File: config.mk
export PLATFORM = sky130hd
export DESIGN_NAME = apr_ram
export DESIGN_NICKNAME = d
export VERILOG_FILES = /design/src/sv/assert_macros.svh /design/src/sv/apr_ram.sv
export SDC_FILE = /design/constraint.sdc
export NUM_CORES = 2
export LEC_CHECK = 0
export BUFFER_PORTS_ARGS = -buffer_cell sky130_fd_sc_hd__buf_2
export CAP_MARGIN = 20
export CORE_ASPECT_RATIO = 1.75
export CORE_UTILIZATION = 54
export CTS_BUF_LIST = sky130_fd_sc_hd__clkbuf_4
export CTS_CLUSTER_SIZE = 28
export DETAILED_ROUTE_END_ITERATION = 8
export GPL_ROUTABILITY_DRIVEN = 0
export HOLD_SLACK_MARGIN = 0.1
export PLACE_DENSITY = 0.77
export SLEW_MARGIN = 20
export SYNTH_ARGS = -nofsm -noshare
export SYNTH_HDL_FRONTEND = slang
export SYNTH_MEMORY_MAX_BITS = 65536
export SYNTH_SLANG_ARGS = --single-unit
export TNS_END_PERCENT = 100
File: constraint.sdc
create_clock -name clk -period 4.9 [get_ports clk]
set_input_delay 0.49 -clock clk [delete_from_list [all_inputs] [get_ports clk]]
set_output_delay 0.49 -clock clk [all_outputs]
set_load 0.03 [all_outputs]
File: src/sv/assert_macros.svh
// Assertion helpers used by the RTL.
`ifndef ASSERT_MACROS_SVH
`define ASSERT_MACROS_SVH

// Same-cycle implication, checked outside reset.
`define APR_ASSERT_IMP(label, ante, cons, msg) \
    label: assert property (@(posedge clk) disable iff (!rst_n) (ante) |-> (cons)) \
        else $error(msg);

// Next-cycle implication, checked outside reset.
`define APR_ASSERT_NXT(label, ante, cons, msg) \
    label: assert property (@(posedge clk) disable iff (!rst_n) (ante) |=> (cons)) \
        else $error(msg);

`endif

File: src/sv/apr_ram.sv
`default_nettype none

module apr_ram #(
    parameter int WIDTH = 34,
    parameter int DEPTH = 128,
    localparam int ADDR_W = (DEPTH > 1) ? $clog2(DEPTH) : 1
) (
    input  wire logic              clk,
    input  wire logic              wr_en,
    input  wire logic [ADDR_W-1:0] wr_addr,
    input  wire logic [WIDTH-1:0]  wr_data,
    input  wire logic              rd_en,
    input  wire logic [ADDR_W-1:0] rd_addr,
    output logic      [WIDTH-1:0]  rd_data
);

    logic [WIDTH-1:0] mem [DEPTH];

    always_ff @(posedge clk)
    begin
        if (wr_en)
        begin
            mem[wr_addr] <= wr_data;
        end
        if (rd_en)
        begin
            rd_data <= mem[rd_addr];
        end
    end

endmodule

`default_nettype wire

==> Word-level counts from Yosys, hierarchy flattened <==
Memory sizes are Yosys's and may differ from the RTL's. A register that Yosys moved wholly into a read port is not among the register bits.
Cells that the tools add are included.
{ "op_classes": {"mux": 2} }
{ "op_table": {"columns": ["operator", "count"], "rows": [
  ["$mux 1", 2]
]} }
{ "totals": {"input_bits": 51, "word_cells": 3, "ramBits": 4352, "n_memories": 1, "register_bits": 0} }
{ "memory_table": {"columns": ["name", "depth", "width", "rd", "rd_clocked_by_memory_dff", "write_ports", "line", "text"], "rows": [
  ["mem", 128, 34, 1, 1, 1, "apr_ram.sv:17", "logic [WIDTH-1:0] mem [DEPTH];"]
]} }

==> Longest topological paths before layout <==
{ "depth": {"depth_word": 2, "mapped_depth": 8, "ltp_nobuf": 4} }

==> Worst setup path before layout <==
OpenSTA, ideal clock, no wires.
{ "synth_path": {"kind": "input port to flip-flop", "start": "input port wr_en", "end": "memory mem[98][0], enable pin", "arrival_ns": 3.402, "t_required_ns": 4.433, "cell_stages": 3, "setup_time_ns": 0.467, "setup_slack_ns": 1.031, "cell_sequence": "clkbuf_1 > nand4_1 > nor3_1"} }
{ "synth_via": {"elab_chain_len": 2} }
{ "synth_rtl": {"columns": ["item", "line", "text"], "rows": [
  ["start: declaration", "apr_ram.sv:9", "input wire logic wr_en,"],
  ["$mux 1", "apr_ram.sv:21", "if (wr_en)"],
  ["$mux 1 (implied by the code)", "apr_ram.sv:23", "mem[wr_addr] <= wr_data;"],
  ["end: declaration", "apr_ram.sv:17", null]
]} }
No other way between the ends.

==> flow_metrics.env <==
export IMPL_status="finished clean"
export IMPL_grt_max_degree=105
export IMPL_crit_path_max_fanout=2
export IMPL_dp_cells=10517
export IMPL_pwr_share_clk_pct=36.0
export IMPL_synth_fp_nets=6404
export IMPL_post_route_min_period_ns=3.28
export IMPL_max_slew_margin_rel_pct=17.3
export IMPL_first_global_vias=83773
export IMPL_slew_viol_final=0
export IMPL_end_kind="flop"
export IMPL_post_cts_buffers=0
export IMPL_p_int_mw=55.4
export IMPL_skew_ns=0.175
export IMPL_fillers=19490
export IMPL_cts_sinks=4386
export IMPL_yosysTopAreaCell="edfxtp_1"
export IMPL_synth_seq_cells=4386
export IMPL_design_area_sq_um=187000
export IMPL_dp_slack_ns=0.612
export IMPL_cts_resized=0
export IMPL_cellPowerDensity_nw_per_um2=383
export IMPL_synth_area_leaders="edfxtp_1, mux4_2, clkbuf_1, nor2_1, mux2_2"
export IMPL_final_critical_path_setup_slack_ns=1.62
export IMPL_ir_drop_v=0.000223
export IMPL_pwr_share_seq_pct=57.9
export IMPL_drtIter0Drc=12563
export IMPL_post_dp_hpwl_mm=270
export IMPL_ys_warn_count=0
export IMPL_dieArea_sq_um=310000
export IMPL_fmax_ghz=0.305
export IMPL_die_h_um=736
export IMPL_port_buffers=84
export IMPL_hold_violations=0
export IMPL_tightest_slew_ns=1.24
export IMPL_cp_slowest_stage_delay_ns=0.69
export IMPL_p_leak_nw=58.2
export IMPL_viasPerCell=6.65
export IMPL_row_count=269
export IMPL_hold_path_class="input pin to flop"
export IMPL_cts_root_buf="clkbuf_4"
export IMPL_pwr_share_comb_pct=6.1
export IMPL_final_cells=12309
export IMPL_p_sw_share_pct=22.9
export IMPL_gr_usage_all_layers_pct=30.0
export IMPL_crit_path_start_kind="flop"
export IMPL_critical_path_slowest_cell="mux4_2"
export IMPL_finalCritPeriodShare_pct=66.9
export IMPL_placed_cell_area_sq_um=175000
export IMPL_synth_cells=6353
export IMPL_first_pass_iters=6
export IMPL_area_growth_pct=12.7
export IMPL_worstPathCellList="mux4_2, mux4_2, mux4_2, mux2_2, dlygate4sd3_1"
export IMPL_syn_avg_cell_area_sq_um=26.2
export IMPL_wire_per_inst_um=38.1
export IMPL_critical_path_required_ns=6.14
export IMPL_ios=85
export IMPL_final_cell_mix="edfxtp_1, mux4_2, clkbuf_4"
export IMPL_synthDistinctLibCells=16
export IMPL_cts_tree="yes"
export IMPL_utilization_pct=61.1
export IMPL_dr_total_vias=81839
export IMPL_drc=0
export IMPL_syn_area_sq_um=166000
export IMPL_layout_nets=7461
export IMPL_drive_above_1_share_pct=41.4
export IMPL_setup_viol=0
export IMPL_ant_nets=0
export IMPL_clk_path_buf_depth=4
export IMPL_arrival_ns=4.52
export IMPL_layout_commonest_cell="edfxtp_1"
export IMPL_rsz0062_at_grt="false"
export IMPL_critical_path_top_delay_family="multiplexers"
export IMPL_grt_pass1_wl_mm=638
export IMPL_antenna_found_initial=88
export IMPL_core_area_sq_um=307000
export IMPL_die_x_um=422
export IMPL_start_util_pct=54.2
export IMPL_tns_ns=0
export IMPL_wirelength_mm=469
export IMPL_seq_area_frac_synth_pct=79.2
export IMPL_switchingPower_mw=16.4
export IMPL_clk_latency_ns=1.49
export IMPL_numCtsBuffers=868
export IMPL_max_cap_violations=0
export IMPL_cp_num_buf_inv=1
export IMPL_crit_type="flop to flop"
export IMPL_path_clk_slew_ns=0.09
export IMPL_crit_path_frequent_cell="mux4_2"
export IMPL_hold_buffers=83
export IMPL_cts_htree_levels=6
export IMPL_overflow=0
export IMPL_synth_top_area_share_pct=79.2
power groups by stage:
stage,clock (mW),combinational [mW],sequential [mW]
3_5_place_dp,0,4.21,42.4
5_1_grt,27.7,4.43,41.5
4_1_cts,26.0,4.30,41.6
6_report,25.8,4.39,41.6
2_1_floorplan,0,1.99,42.4
3_3_place_gp,0,4.11,42.4
routing by layer:
layer	vias up	GRT usage [%]	wire, um	share of wire, %
met2	7087	49.6	235000	50
met1	42322	34.2	138000	29
li1	30920	-	-	-
met3	1468	6.83	56600	12
met5	-	0	294	0.063
met4	42	22.6	39000	8.3
layout make-up:
class	instances	area, sq um	area share, %
multi-input cells	1632	34200	18.3
diodes	168	420	0.224
well taps	4065	5090	2.71
clock buffers	1212	9100	4.86
clock inverters	324	1780	0.948
repair buffers	522	5090	2.72
flip-flops and latches	4386	132000	70.3
logic make-up (layout without fill, tap and decap cells):
group | Yosys count | count (layout) | share of synthesized area, %
simple gates | 170 | 170 | 0.419
flops | 4386 | 4386 | 79.2
other cells | 0 | 168 | 0
mux | 1462 | 1462 | 19.6
buf+inv | 335 | 2058 | 0.817
registers in the layout, summed over array words and instances, names as in the netlist:
| name | flops |
|---|---|
| mem | 4352 |
| rd_data | 34 |
worst reg2reg max path: stages, from the launching register on:
cell and delay (ns):
edfxtp_1 0.40, mux4_2 0.47, mux4_2 0.65, mux4_2 0.70, mux2_2 0.33, dlygate4sd3_1 0.55
stage by stage:
| stage | hold WS (ns) | power [mW] |
|---|---|---|
| 3_5_place_dp | 1.08 | 46.6 |
| 4_1_cts | 0.101 | 71.9 |
| 3_3_place_gp | 1.05 | 46.5 |
| 6_report | 0.157 | 71.8 |
| 5_1_grt | 0.0945 | 73.6 |
| 2_1_floorplan | 0.589 | 44.4 |
path summary, 6_finish.rpt:
kind	cells after the start	slack, ns	startpoint	endpoint
setup / recovery	5	1.62	mem[87][18]$_DFFE_PP_	rd_data[18]$_DFFE_PP_
hold / removal	2	0.16	wr_data[21]	mem[10][21]$_DFFE_PP_
setup reg to reg	5	1.62	mem[87][18]$_DFFE_PP_	rd_data[18]$_DFFE_PP_
hold reg to reg	4	1.14	mem[6][21]$_DFFE_PP_	rd_data[21]$_DFFE_PP_
cell usage after synthesis (all sizes together):
| master | number |
|---|---|
| mux2 | 34 |
| nor2 | 122 |
| nor3 | 9 |
| buf | 127 |
| nand4 | 3 |
| nor2b | 7 |
| clkbuf | 208 |
| edfxtp | 4386 |
| nand3 | 12 |
| mux4 | 1428 |
| nand2 | 14 |
| or3 | 1 |
| nand2b | 2 |
Note: power is estimated with default switching activity, not from simulation.
